File: src/matrix4x4_inverse_defines.svh
// assertion macros for the 4x4 matrix inverse block
// used by the top level only
`ifndef MATRIX4X4_INVERSE_DEFINES_SVH
`define MATRIX4X4_INVERSE_DEFINES_SVH
// assert that a condition implies a consequence on the same edge
`define MI_ASSERT_IMP(lbl, a, b) \
  lbl: assert property (@(posedge clk) disable iff (!rst_n) (a) |-> (b)) \
    else $error("assertion failed");
// assert that a condition implies a consequence on the next edge
`define MI_ASSERT_NXT(lbl, a, b) \
  lbl: assert property (@(posedge clk) disable iff (!rst_n) (a) |=> (b)) \
    else $error("assertion failed");
`endif

File: src/mi_div.sv
// restoring divider, one quotient bit per cycle, unsigned
// no dependencies
`timescale 1ns / 1ps
module mi_div #(
  parameter int unsigned NW = 200,
  parameter int unsigned DW = 200
) (
  input  logic          clk,
  input  logic          rst_n,
  input  logic          go,
  input  logic [NW-1:0] num,
  input  logic [DW-1:0] den,
  output logic          done,
  output logic [NW-1:0] quo
);
  localparam int unsigned CW = $clog2(NW + 1);
  logic [NW-1:0] q_r, q_nxt;
  logic [DW:0]   rem_r, rem_nxt;
  logic [CW-1:0] cnt_r, cnt_nxt;
  logic          run_r, run_nxt, done_r, done_nxt;
  logic [DW:0]   sh;
  always_comb begin
    q_nxt = q_r; rem_nxt = rem_r; cnt_nxt = cnt_r; run_nxt = run_r; done_nxt = 1'b0;
    sh = {rem_r[DW-1:0], q_r[NW-1]};
    if (go) begin
      q_nxt = num; rem_nxt = '0; cnt_nxt = CW'(NW); run_nxt = 1'b1;
    end else if (run_r) begin
      if (sh >= {1'b0, den}) begin
        rem_nxt = sh - {1'b0, den};
        q_nxt = {q_r[NW-2:0], 1'b1};
      end else begin
        rem_nxt = sh;
        q_nxt = {q_r[NW-2:0], 1'b0};
      end
      cnt_nxt = cnt_r - CW'(1);
      if (cnt_r == CW'(1)) begin
        run_nxt = 1'b0; done_nxt = 1'b1;
      end
    end
  end
  always_ff @(posedge clk) begin
    if (!rst_n) begin
      run_r <= 1'b0; done_r <= 1'b0; cnt_r <= '0;
    end else begin
      run_r <= run_nxt; done_r <= done_nxt; cnt_r <= cnt_nxt;
    end
    q_r <= q_nxt; rem_r <= rem_nxt;
  end
  assign done = done_r;
  assign quo  = q_r;
endmodule

File: config.mk
export PLATFORM = sky130hd
export DESIGN_NAME = mi_div
export DESIGN_NICKNAME = d
export VERILOG_FILES = /design/src/matrix4x4_inverse_defines.svh /design/src/mi_div.sv
export SDC_FILE = /design/constraint.sdc
export NUM_CORES = 1
export LEC_CHECK = 0
export BUFFER_PORTS_ARGS = -buffer_cell sky130_fd_sc_hd__buf_2
export CORE_MARGIN = 3
export CORE_UTILIZATION = 30
export CTS_CLUSTER_SIZE = 10
export DETAILED_ROUTE_END_ITERATION = 8
export HOLD_SLACK_MARGIN = 0.03
export PLACE_DENSITY_LB_ADDON = 0.08
export SYNTH_ARGS = -nofsm -noshare
export SYNTH_HDL_FRONTEND = slang
export SYNTH_SLANG_ARGS = --single-unit
File: constraint.sdc
create_clock -name clk -period 5.9 [get_ports clk]
set_input_delay 0.295 -clock clk [delete_from_list [all_inputs] [get_ports clk]]
set_output_delay 0.295 -clock clk [all_outputs]
set_load 0.005 [all_outputs]
==> results.txt <==
slew margin rel.: 28.8%
initial antenna violation count: 21
fin crit period: 5.63 ns
Min-Delay Path Class: input pin to register
maxcap violations: 0
Fillers: 11,273
Synth Warn #: 0
FF-to-FF Start: quo[199]
Worst setup EP type: register
leak pwr: 16.7 nW
Final TNS setup: 0 ns
Die Span X: 332 um
CTS tree: yes
Async SR Flop Fraction: 0%
clock buffer depth: 3
area occupied by registers: 10,200 um2
f_max: 0.177 GHz
outcome: finished, final reports clean
FP Rows: 119
global route overflow: 0
pre-CTS WS: 0.117 ns
WP data arrival: 6.19 ns
critical path type: register to register
Layout Skew: 0.0386 ns
Final #Nets: 5,282
vias in the first global route: 31,752
GRT Resource Usage Total: 24.3%
area grow syn2layout: 25.8%
H-Tree Depth: 2
placer's final routability congestion estimate: 0.918
Worst Setup SP: quo[199]
period utilisation layout: 95.5%
post-synth design cell area: 31,900 um2
clock latency on the worst-skew pair: 0.68 ns
Final Hold Violating Endpoints: 0
share of layout cells above drive strength 1: 20.6%
peak supply drop: 0.000237 V
Post-synth EDFFs: 200
hold path startpoint: go
post-route ant nets: 0
via count: 32,643
DRC violations left: 0
Detailed Route Iter0 Violations: 2,720
Worst setup SP type: register
drt via density: 5.33
mean post-synth cell area: 8.01 um2
aggregate routed wire length: 140 mm
Post-DP Area: 36,300 um2
sequential element share of the synthesized area: 32.0%
Clk pin slew, worst setup/hold paths: 0.06 ns
reg2reg setup slack: 0.27 ns
Root Driver: clkbuf_16
Starting Density: 30.3%
CP Capture Point: rem_r[152]
# IOs: 604
Core Util, Final: 38.1%
first-pass GRT wire length: 205 mm
Syn Inst Count: 3,984
largest net degree at the start of global routing: 174
RSZ-0062 raised after global routing: false
worst-path fanout max: 5
Core Region: 105,000 um2
Cell Pwr Density: 233 nW/um2
Worst Max-Slew Pin Slew: 1.07 ns
R2R Path End: rem_r[152]
buffers added on ports: 603
Crit path required time: 6.45 ns
worst hold slack: 0.103 ns
Post-CTS Repair Setup Buffers: 0
Unique masters post-synth: 84
# setup viols final: 0
R2R depth: 17
drt wl/cell: 22.9 um
Multi-input gate area: 19,900 um2
Mapped Nets: 4,590
synthesized flop and latch total: 410
first drt pass iteration count: 5
hpwl dp: 112 mm
fin worst setup slack: 0.266 ns
Main synth FF type: dfxtp_1
total die area: 110,000 um2
max-slew violations: 0
die height: 332 um
Finished Cell Area: 40,200 um2
total CTS buffers: 56
clk sinks: 410
[cells by family after synthesis]
logic type               after synthesis  share of synthesized area, %
AO/OA/AOI/OAI                       1301                          24.9
XOR/XNOR                             187                          5.13
adder cells (fa/ha/maj)              203                          7.98
buffers and inverters                482                          5.86
flip-flops                           410                          32.0
multiplexers                         230                          8.01
AND/OR/NAND/NOR                     1171                          16.2
[worst min path at each step]
stage                       endpoint  slack [ns]  depth (start not counted)
after floorplan             cnt_r[7]        0.41                          1
after global placement    rem_r[113]        0.47                          2
after detailed placement  rem_r[114]        0.48                          2
after CTS                 rem_r[155]        0.04                          2
after global routing      rem_r[155]        0.08                          2
final                     rem_r[155]        0.10                          2
[worst max-delay path, stage by stage, from the launching register on]
cell	delay (ns)
edfxtp_1	0.37
inv_1	0.05
ha_1	0.20
fa_1	0.39
nand2b_1	0.18
a21oi_1	0.22
o21ai_0	0.22
a41oi_1	0.70
a221o_1	0.44
a21boi_2	0.15
o211ai_2	0.33
a21oi_1	0.26
o21ai_0	0.53
a21oi_1	0.30
o21ai_1	0.53
a211o_1	0.21
a21oi_1	0.07
a2111oi_2	0.33
[flip-flops by register name (all words and copies together) (netlist names)]
register  cells
rem_r       200
quo         200
done          1
run_r         1
cnt_r         8
[power by group]
group	switching, mW	internal [mW]
clock	1.45	2.03
combinational	1.46	0.977
sequential	0.187	3.26
total	3.11	6.26
[Yosys cell counts, drive strengths merged, types with 19 or more instances]
library cell    n  share of area [%]
clkbuf        177                2.1
a211oi        130                3.1
o21ai         289                4.5
mux2          203                7.2
nand2b         22               0.43
a21boi         19               0.46
mux2i          27               0.85
a31oi          27               0.53
dfxtp         210                 13
inv           267                3.1
o21a           36               0.85
a21oi         519                8.1
xor2           86                2.4
nand2         335                3.9
o21bai         55                1.3
a21o           73                1.7
xnor2         101                2.8
ha            202                7.9
nor2          500                5.9
a22oi          28               0.66
nor3           63                1.0
nand3          36               0.56
buf            38               0.64
nor4           20               0.41
edfxtp        200                 19
nand4         105                2.1
[stage by stage]
stage | instances | power (mW)
floorplan | 3984 | 4.88
global placement | 5808 | 5.82
detailed placement | 5808 | 5.80
CTS | 6115 | 9.47
global route | 6122 | 9.85
finish | 6125 | 9.37
[repair_timing]
item,in CTS,in global routing
setup endpoints to repair,0,1
gates resized for setup,0,1
hold buffers,201,0
endpoints found under the hold margin,206,0
[placed cells by master (no fill, tap or decap), drive strengths merged, types with 27 or more instances in the layout]
cell type      n
buf          648
a21oi        519
nor2         500
nand2        335
o21ai        289
inv          269
dfxtp        210
mux2         203
ha           202
dlygate4sd3  201
edfxtp       200
a211oi       130
nand4        105
xnor2        101
clkbuf        87
xor2          86
a21o          73
nor3          63
o21bai        55
o21a          36
nand3         36
a22oi         28
a31oi         27
mux2i         27
[layer usage]
metal  share of wire [%]  global-route usage [%]  vias up  routed length (um)
met1                  46                    34.0    15656               64800
met5               0.014                       0        -                  19
met2                  45                    37.9     1005               62600
met4                 2.4                    6.43        4                3350
li1                    -                       -    15815                   -
met3                 6.9                    4.99      163                9620
[layout make-up]
cell class | instances | area share (%)
Antenna cell | 10 | 0.0623
Clock buffer | 87 | 4.03
Clock inverter | 19 | 0.604
Inverter | 267 | 2.51
Multi-Input combinational cell | 3092 | 49.5
Sequential cell | 410 | 25.4
Tap cell | 1391 | 4.33
Timing Repair Buffer | 849 | 13.6
No activity file was read; power rests on OpenSTA's default activity.
