`config.mk`:
```
export PLATFORM = sky130hd
export DESIGN_NAME = mi_ram
export DESIGN_NICKNAME = d
export VERILOG_FILES = /design/src/matrix4x4_inverse_defines.svh /design/src/mi_ram.sv
export SDC_FILE = /design/constraint.sdc
export NUM_CORES = 1
export LEC_CHECK = 0
export ABC_AREA = 1
export BUFFER_PORTS_ARGS = -buffer_cell sky130_fd_sc_hd__buf_4
export CELL_PAD_IN_SITES_DETAIL_PLACEMENT = 1
export CELL_PAD_IN_SITES_GLOBAL_PLACEMENT = 1
export CORE_ASPECT_RATIO = 1.4
export CORE_MARGIN = 2
export CORE_UTILIZATION = 48
export DETAILED_ROUTE_END_ITERATION = 10
export GPL_TIMING_DRIVEN = 0
export PLACE_DENSITY_LB_ADDON = 0.1
export RECOVER_POWER = 25
export SETUP_SLACK_MARGIN = 0.02
export SYNTH_ARGS = -nofsm -noshare
export SYNTH_HDL_FRONTEND = slang
export SYNTH_SLANG_ARGS = --single-unit
```
`constraint.sdc`:
```
create_clock -name clk -period 3.4 [get_ports clk]
set_input_delay 0.51 -clock clk [delete_from_list [all_inputs] [get_ports clk]]
set_output_delay 0.51 -clock clk [all_outputs]
set_load 0.02 [all_outputs]
```
`src/matrix4x4_inverse_defines.svh`:
```
// assertion macros for the 4x4 matrix inverse block
// used by the top level only
`ifndef MATRIX4X4_INVERSE_DEFINES_SVH
`define MATRIX4X4_INVERSE_DEFINES_SVH
// assert that a condition implies a consequence on the same edge
`define MI_ASSERT_IMP(lbl, a, b) \
  lbl: assert property (@(posedge clk) disable iff (!rst_n) (a) |-> (b)) \
    else $error("assertion failed");
// assert that a condition implies a consequence on the next edge
`define MI_ASSERT_NXT(lbl, a, b) \
  lbl: assert property (@(posedge clk) disable iff (!rst_n) (a) |=> (b)) \
    else $error("assertion failed");
`endif

```
`src/mi_ram.sv`:
```
// generic single-port write, single-port read ram with registered read
// no dependencies
`timescale 1ns / 1ps
module mi_ram #(
  parameter int unsigned WIDTH = 32,
  parameter int unsigned DEPTH = 16
) (
  input  logic                     clk,
  input  logic                     we,
  input  logic [$clog2(DEPTH)-1:0] waddr,
  input  logic [WIDTH-1:0]         wdata,
  input  logic [$clog2(DEPTH)-1:0] raddr,
  output logic [WIDTH-1:0]         rdata
);
  logic [WIDTH-1:0] mem [DEPTH];
  always_ff @(posedge clk) begin
    if (we) mem[waddr] <= wdata;
    rdata <= mem[raddr];
  end
endmodule

```
==> results.toml, run 1 <==
[clock_tree]
post_cts_resized = 0
cts_tree = "done"
clk_transition_reported_paths_ps = 60
root_buffer = "clkbuf_16"
h-tree-depth = 2
worstSkewPairLatency_ps = 580
cts.sinks = 544
hold_buffers = 0
cts_buffer_depth = 3
cts_buffers = 51
post_cts_buffers = 0

[setup_path]
path_cells = "clkbuf_1 -> inv_1 -> buf_1 -> nand3_1 -> nand2_1"
cp_max_fo = 10
start_kind = "primary input"
crit_type = "in -> reg"
cp_slowest_stage_delay_ps = 750
crit_family = "buffers and inverters"
cp.required_ps = 3910
critical_path_buf_inv_count = 3
critical_path_arrival_ps = 2410
worstSetupEndpointType = "register"
cp_slowest_cell = "buf_1"

[synthesis]
synth_nets = 2162
ys_seq_elements = 544
syn_area_um2 = 22730
avgSynthCellArea_um2 = 10.72
synthCells = 2120
synth-seq-area-share = 0.7046
ys_warn_count = 0
ys_types = 15

[finish]
n_antenna_cell = 0
syn2layout_area_growth_pct = 15.06
final.fill_count = 5042
fin_area_um2 = 26150
fin_nets = 2303
final_core_util = 0.5573
instances_no_fill = 2927
drive_above_1_share = 0.1029

[route]
avgViaCountPerCell = 5.417
routed_wl_um = 70130
detail-route-antenna-nets = 0
vias = 15860
first_pass_iters = 5
post_drt_wl_per_cell_um = 23.96
drc = 0
drt_iter0_markers = 1250

[outcome]
status = "finished clean"

[timing]
setup_viol = 0
worst_pin_slew_ps = 1110
finalHoldViolations = 0
fin_ws_ps = 1502
finClkSkew_ps = 11.00
slew_headroom = 0.2600
period_share = 0.5583
rsz0062_at_grt = "no"
period_minus_slack_ps = 1898
fmax_mhz = 526.8
slew_viol_final = 0
whs_ps = 249.6

[hold_path]
hold_class = "in -> reg"

[global_routing]
antenna_found_initial = 0
grt_pass1_vias = 16950
grt-ovfl-total = 0
grt_util_all_layers = 0.2899
grt_max_degree = 25
grt_first_pass_wirelength_um = 103900

[power_and_ir_drop]
p_per_area_nw_per_um2 = 553.5
peakVddDrop_mv = 0.4711
intPower_mw = 11.12
clockPowerShare = 0.403
p_switching_mw = 3.357
seqPwrFrac = 0.521
combPwrFrac = 0.077
leakagePower_nw = 11.10
netSwitchingFraction = 0.2319

[die]
die_h_um = 261.5
die_w_um = 187.9
coreArea_um2 = 46930
dieArea_um2 = 49140
start_util = 0.4844
rows = 94
ios = 74

[place]
gp_congestion = 0.7938
place_area_um2 = 24560
placedCellCount = 2832
io_buffers = 71
post-place-ws_ps = 949.7
dp_hpwl_um = 46760

[run]
cap_violations = 0
routing by layer:
metal  up-vias  track usage  part of all wire
met4         0       0.1129             0.039
met2       497       0.5382              0.52
li1       7131            -                 -
met1      8066       0.3458              0.39
met5         -            0                 0
met3       162      0.03243             0.049
worst paths after layout:
path | slack [ps] | depth (start not counted) | to | startpoint
worst max register to register | 2270 | 6 | rdata[31] | mem[1][31]
worst max-delay path | 1500 | 5 | rdata[17] | raddr[3]
worst min-delay path | 250 | 1 | mem[5][0] | wdata[0]
worst min register to register | 660 | 6 | rdata[30] | mem[11][30]
cells in the mapped netlist, drive strengths merged:
cell    instances  area, um2
nand3         385       1927
nand2         677       2541
edfxtp        512      15370
nand3b          2      15.01
clkbuf         14      52.55
dfxtp          32      640.6
buf            91      649.4
nor2           17      63.81
inv           390       1466
cell type report:
type                    count  area [um2]  area share
inverters                 390        1466     0.05607
repair buffers             88       835.8     0.03196
clock inverters            26       270.3     0.01033
clock buffers              69        1416     0.05416
plain buffers             105       701.9     0.02684
well taps                 624       780.7     0.02985
flip-flops and latches    544       16020      0.6124
multi-input cells        1081        4667      0.1784
stage by stage:
| step | power, mW | TNS, ps |
|---|---|---|
| 6_report | 14.48 | 0 |
| 5_1_grt | 14.85 | 0 |
| 4_1_cts | 14.53 | 0 |
| 3_5_place_dp | 8.798 | 0 |
| 3_3_place_gp | 8.724 | -421250 |
| 2_1_floorplan | 8.242 | 0 |
flip-flops by register name, summed over array words and instances, names as in the netlist:
register and flops:
rdata 32, mem 512
cell usage in the layout (no fill, tap or decap):
master	count
buf_1	14
buf_12	11
buf_16	7
buf_2	41
buf_4	53
buf_6	29
bufinv_16	5
clkbuf_1	51
clkbuf_16	53
clkbuf_8	3
clkinv_1	4
clkinv_2	10
clkinv_4	1
clkinvlp_4	5
dfxtp_1	32
edfxtp_1	512
inv_1	388
inv_2	1
inv_4	1
inv_6	1
nand2_1	677
nand3_1	385
nand3b_1	2
nor2_1	1
nor2_4	16
cells by family after synthesis:
| group | count (synthesis) | share of synthesized area |
|---|---|---|
| buffers and inverters | 495 | 0.09539 |
| AND/OR/NAND/NOR | 1081 | 0.2000 |
| flip-flops | 544 | 0.7046 |
power groups by stage:
stage	clock (mW)	combinational (mW)	sequential, mW
floorplan	0	0.511	7.73
global placement	0	1.05	7.68
detailed placement	0	1.12	7.68
CTS	5.87	1.13	7.54
global route	6.10	1.20	7.55
finish	5.83	1.11	7.54
Power figures use the tool's default switching activity.
==> run 2, diff against run 1 <==
ABC_AREA = 0   (was 1)
clock period = 1.8 ns   (was 3.4 ns; I/O delays follow)
==> results.toml, run 2 <==
[die]
die_h_um = 244.6
ios = 74
die_w_um = 175.9
coreArea_um2 = 41070
dieArea_um2 = 43030
start_util = 0.4834
rows = 88

[place]
post-place-ws_ps = -684.8
dp_hpwl_um = 28030
gp_congestion = 0.7018
io_buffers = 71
placedCellCount = 1465
place_area_um2 = 21560

[synthesis]
ys_seq_elements = 544
async_flop_share = 0
ys_types = 18
avgSynthCellArea_um2 = 23.69
ys.flop_type = "edfxtp_1"
synthCells = 838
yosysTopAreaCell = "edfxtp_1"
synth_top_area_share = 0.7744
synth-seq-area-share = 0.8067
syn_area_um2 = 19850
netlist_top_cells_area = "edfxtp_1 77%, mux4_2 15%, dfxtp_1 3.2%, a22oi_1 2.4%, nand2_1 0.62%"
yosysMostFrequentCell = "edfxtp_1"
yosys-top-cells-count = "512 x edfxtp_1, 128 x mux4_2, 64 x a22oi_1"
ys_warn_count = 0
synth_nets = 880
synth_edf_count = 512

[global_routing]
grt-ovfl-total = 0
grt_util_all_layers = 0.2214
grt_pass1_vias = 10370
grt_max_degree = 33
grt_first_pass_wirelength_um = 67900
antenna_found_initial = 1

[power_and_ir_drop]
intPower_mw = 20.40
p_switching_mw = 5.406
clockPowerShare = 0.390
netSwitchingFraction = 0.2095
p_per_area_nw_per_um2 = 1103
peakVddDrop_mv = 0.7390
combPwrFrac = 0.058
seqPwrFrac = 0.552
leakagePower_nw = 7.464

[clock_tree]
worstSkewPairLatency_ps = 570
cts_buffers = 50
h-tree-depth = 2
cts_tree = "done"
cts.sinks = 544
clk_transition_reported_paths_ps = 60
cts_buffer_depth = 3
root_buffer = "clkbuf_16"

[timing]
fin_ws_ps = 93.32
slew_headroom = 0.1123
period_minus_slack_ps = 1707
fmax_mhz = 585.9
tns_ps = 0
finalHoldViolations = 0
period_share = 0.9482
worst_pin_slew_ps = 1328
finClkSkew_ps = 17.00
rsz0062_at_grt = "yes"
setup_viol = 0
slew_viol_final = 0

[finish]
reg_top3 = "mem: 512 flops, rdata: 32 flops"
layout_commonest_cell = "edfxtp_1"
drive_above_1_share = 0.2863
n_antenna_cell = 0
layout_common_cells = "512 x edfxtp_1, 128 x mux4_2, 64 x a22oi_1, 59 x buf_4, 51 x clkbuf_16"
largest-register = "mem"
syn2layout_area_growth_pct = 17.80
largest_reg_flops = 512
fin_area_um2 = 23390
fin_nets = 1051
final_core_util = 0.5695
instances_no_fill = 1588

[setup_path]
cp_slowest_cell = "nor3_4"
cp_slowest_stage_delay_ps = 720
cpMostUsedCell = "buf_16"
cp_max_fo = 13
worstSetupEndpointType = "register"
start_kind = "primary input"
critical_path_buf_inv_count = 3
path_cells = "buf_6 -> or3b_4 -> nor3_4 -> buf_16 -> buf_16"
crit_type = "in -> reg"
crit_family = "simple AND/OR/NAND/NOR gates"
critical_path_arrival_ps = 1970
cp.required_ps = 2070

[route]
post_drt_wl_per_cell_um = 28.71
vias = 9184
routed_wl_um = 45590
drc = 0
avgViaCountPerCell = 5.783
drt_iter0_markers = 888
first_pass_iters = 5
detail-route-antenna-nets = 0

[hold_path]
hold_class = "in -> reg"

[run]
cap_violations = 0

[outcome]
status = "finished clean"
==> run 2: changes by cell type after synthesis, moves of 27 or more <==
cell and delta:
inv_1 -388, nand3_1 -384, mux4_2 +128, buf_6 -27
nand2_1 -644, buf_2 -37, a22oi_1 +64
==> run 2: kinds of logic (layout without fill, tap and decap cells) <==
kind of cell	after synthesis	count (layout)	share of synthesized area
flops	544	544	0.8067
mux	128	128	0.1452
compound gates	64	64	0.02420
simple gates	59	59	0.01273
buf+inv	43	253	0.01122
==> run 2: worst paths after layout <==
kind                                   from         end  slack [ps]  cells past startpoint
worst max-delay path               waddr[2]   mem[0][0]          90                      5
worst min register to register   mem[14][1]    rdata[1]         680                      3
worst max register to register  mem[11][16]   rdata[16]         410                      3
worst min-delay path               waddr[1]  mem[8][16]         190                      2
==> run 2: stage by stage <==
step                      power, mW  hold WS [ps]
after floorplan               15.29         368.9
after global placement        15.89         542.0
after detailed placement      16.01         564.6
after CTS                     26.07        0.5693
after global routing          26.59         183.1
final                         25.81         194.9
==> run 2: area by class of cell <==
class                   count  area [um2]
clock buffers              64        1355
repair buffers            119        1172
well taps                 540       675.6
multi-input cells         251        3756
clock inverters            27       190.2
plain buffers              43       222.7
fillers                  3420       17680
flip-flops and latches    544       16020
==> run 2: power by group through the flow <==
stage	combinational [mW]	clock, mW	sequential (mW)
global route	1.62	10.7	14.3
CTS	1.56	10.3	14.2
floorplan	0.693	0	14.6
global placement	1.41	0	14.5
finish	1.51	10.1	14.2
detailed placement	1.50	0	14.5
==> run 2: per-layer routing <==
metal  wire length, um  vias up  global-route usage
met3              2100       70             0.03299
met4              1024        2             0.06539
met2             24280      247              0.3856
li1                  -     3925                   -
met1             18180     4940              0.2911
met5                11        -                   0
==> run 2: what timing repair did <==
item,4_1_cts,5_1_grt
hold buffers,30,0
setup buffers,0,0
endpoints found under the setup margin,96,8
pin swaps,2,0
resized for setup,3,0
hold endpoints to repair,420,0
==> run 2: worst reg2reg max path: stages, from the launching register on <==
cell and delay (ps):
edfxtp_1 370, mux4_2 480, a22oi_1 230, nand2_1 150
==> run 3, diff against run 2 <==
CELL_PAD_IN_SITES_DETAIL_PLACEMENT = 0   (was 1)
CELL_PAD_IN_SITES_GLOBAL_PLACEMENT = 2   (was 1)
==> results.toml, run 3 (same netlist as run 2, synthesis figures left out) <==
[finish]
fin_area_um2 = 23650
final_core_util = 0.5759
layout_commonest_cell = "edfxtp_1"
drive_above_1_share = 0.2987
fin_nets = 1058
syn2layout_area_growth_pct = 19.12
layout_common_cells = "512 x edfxtp_1, 128 x mux4_2, 64 x buf_4, 64 x a22oi_1, 53 x clkbuf_16"
largest_reg_flops = 512
largest-register = "mem"
n_antenna_cell = 0
reg_top3 = "mem: 512 flops, rdata: 32 flops"

[setup_path]
start_kind = "primary input"
crit_family = "simple AND/OR/NAND/NOR gates"
cp_slowest_cell = "nor3_4"
crit_type = "in -> reg"
cp_max_fo = 13
critical_path_buf_inv_count = 2
cp.required_ps = 2070
reg2reg_slack_ps = 420
path_cells = "buf_4 -> nand3b_1 -> nor3_4 -> buf_16"
cp_slowest_stage_delay_ps = 850
critical_path_arrival_ps = 1900
worstSetupEndpointType = "register"

[outcome]
status = "finished clean"

[clock_tree]
root_buffer = "clkbuf_16"
cts_tree = "done"
cts_buffers = 50
cts.sinks = 544
worstSkewPairLatency_ps = 580
cts_buffer_depth = 3
clk_transition_reported_paths_ps = 60
post_cts_resized = 0
h-tree-depth = 2

[route]
first_pass_iters = 5
detail-route-antenna-nets = 0
drc = 0
drt_iter0_markers = 955
post_drt_wl_per_cell_um = 28.19
vias = 9192
avgViaCountPerCell = 5.752
routed_wl_um = 45040

[place]
place_area_um2 = 21730
gp_congestion = 0.7091
io_buffers = 71
dp_hpwl_um = 27430
post-place-ws_ps = -652.2

[global_routing]
grt_util_all_layers = 0.2164
antenna_found_initial = 0
grt_first_pass_wirelength_um = 65630
grt_max_degree = 23
grt_pass1_vias = 9845
grt-ovfl-total = 0

[timing]
rsz0062_at_grt = "no"
period_share = 0.9100
fmax_mhz = 610.5
tns_ps = 0
slew_viol_final = 0
finalHoldViolations = 0
whs_ps = 118.4
period_minus_slack_ps = 1638
setup_viol = 0
finClkSkew_ps = 15.07
worst_pin_slew_ps = 1049
fin_ws_ps = 162.1
slew_headroom = 0.3009

[die]
ios = 74
coreArea_um2 = 41070
die_w_um = 175.9
die_h_um = 244.6
rows = 88
dieArea_um2 = 43030
start_util = 0.4834

[hold_path]
hold_class = "in -> reg"

[power_and_ir_drop]
peakVddDrop_mv = 0.7681
p_per_area_nw_per_um2 = 1116
leakagePower_nw = 7.583

[run]
cap_violations = 0
run 3: worst paths after layout:
| kind | startpoint | to | cells past startpoint |
|---|---|---|---|
| worst max-delay path | waddr[3] | mem[4][25] | 4 |
| worst min-delay path | waddr[1] | mem[12][6] | 2 |
| worst max register to register | mem[11][15] | rdata[15] | 3 |
| worst min register to register | mem[14][3] | rdata[3] | 3 |
run 3: per-stage QoR:
stage / total power [mW] / std cells
detailed placement: 16.01 / 1472
global placement: 15.91 / 1449
finish: 26.39 / 1598
floorplan: 15.29 / 838
global route: 27.19 / 1598
CTS: 26.64 / 1598
run 3: report_power, final:
group | total, mW | internal, mW | switching, mW | leakage, nW
clock | 10.6 | 6.16 | 4.47 | 0.815
sequential | 14.2 | 14.2 | 0.0754 | 4.89
combinational | 1.52 | 0.644 | 0.876 | 1.87
total | 26.4 | 21.0 | 5.42 | 7.58
run 3: worst reg2reg max path, cell delays in order, from the launching register on:
cell and delay [ps]:
edfxtp_1 360, mux4_2 490, a22oi_1 310, nand2_1 100
run 3: area by class of cell:
| cell class | instances | area [um2] |
|---|---|---|
| buffer | 43 | 222.7 |
| tap | 540 | 675.6 |
| timing repair buffer | 126 | 1310 |
| clock buffer | 68 | 1433 |
| multi-input combinational | 251 | 3754 |
| fill | 2982 | 17420 |
| sequential | 544 | 16020 |
| clock inverter | 26 | 240.2 |
run 3: timing repair:
item                       in CTS  in global routing
buffers inserted                1                  0
setup endpoints to repair      11                  0
hold buffers                   31                  0
hold endpoints to repair      494                  0
run 3: per-layer routing:
layer / global-route usage / share of wire / wire length (um)
met1: 0.2840 / 0.40 / 17860
met2: 0.3796 / 0.53 / 23890
met3: 0.03036 / 0.050 / 2265
met4: 0.06247 / 0.023 / 1034
met5: 0 / 0 / 0
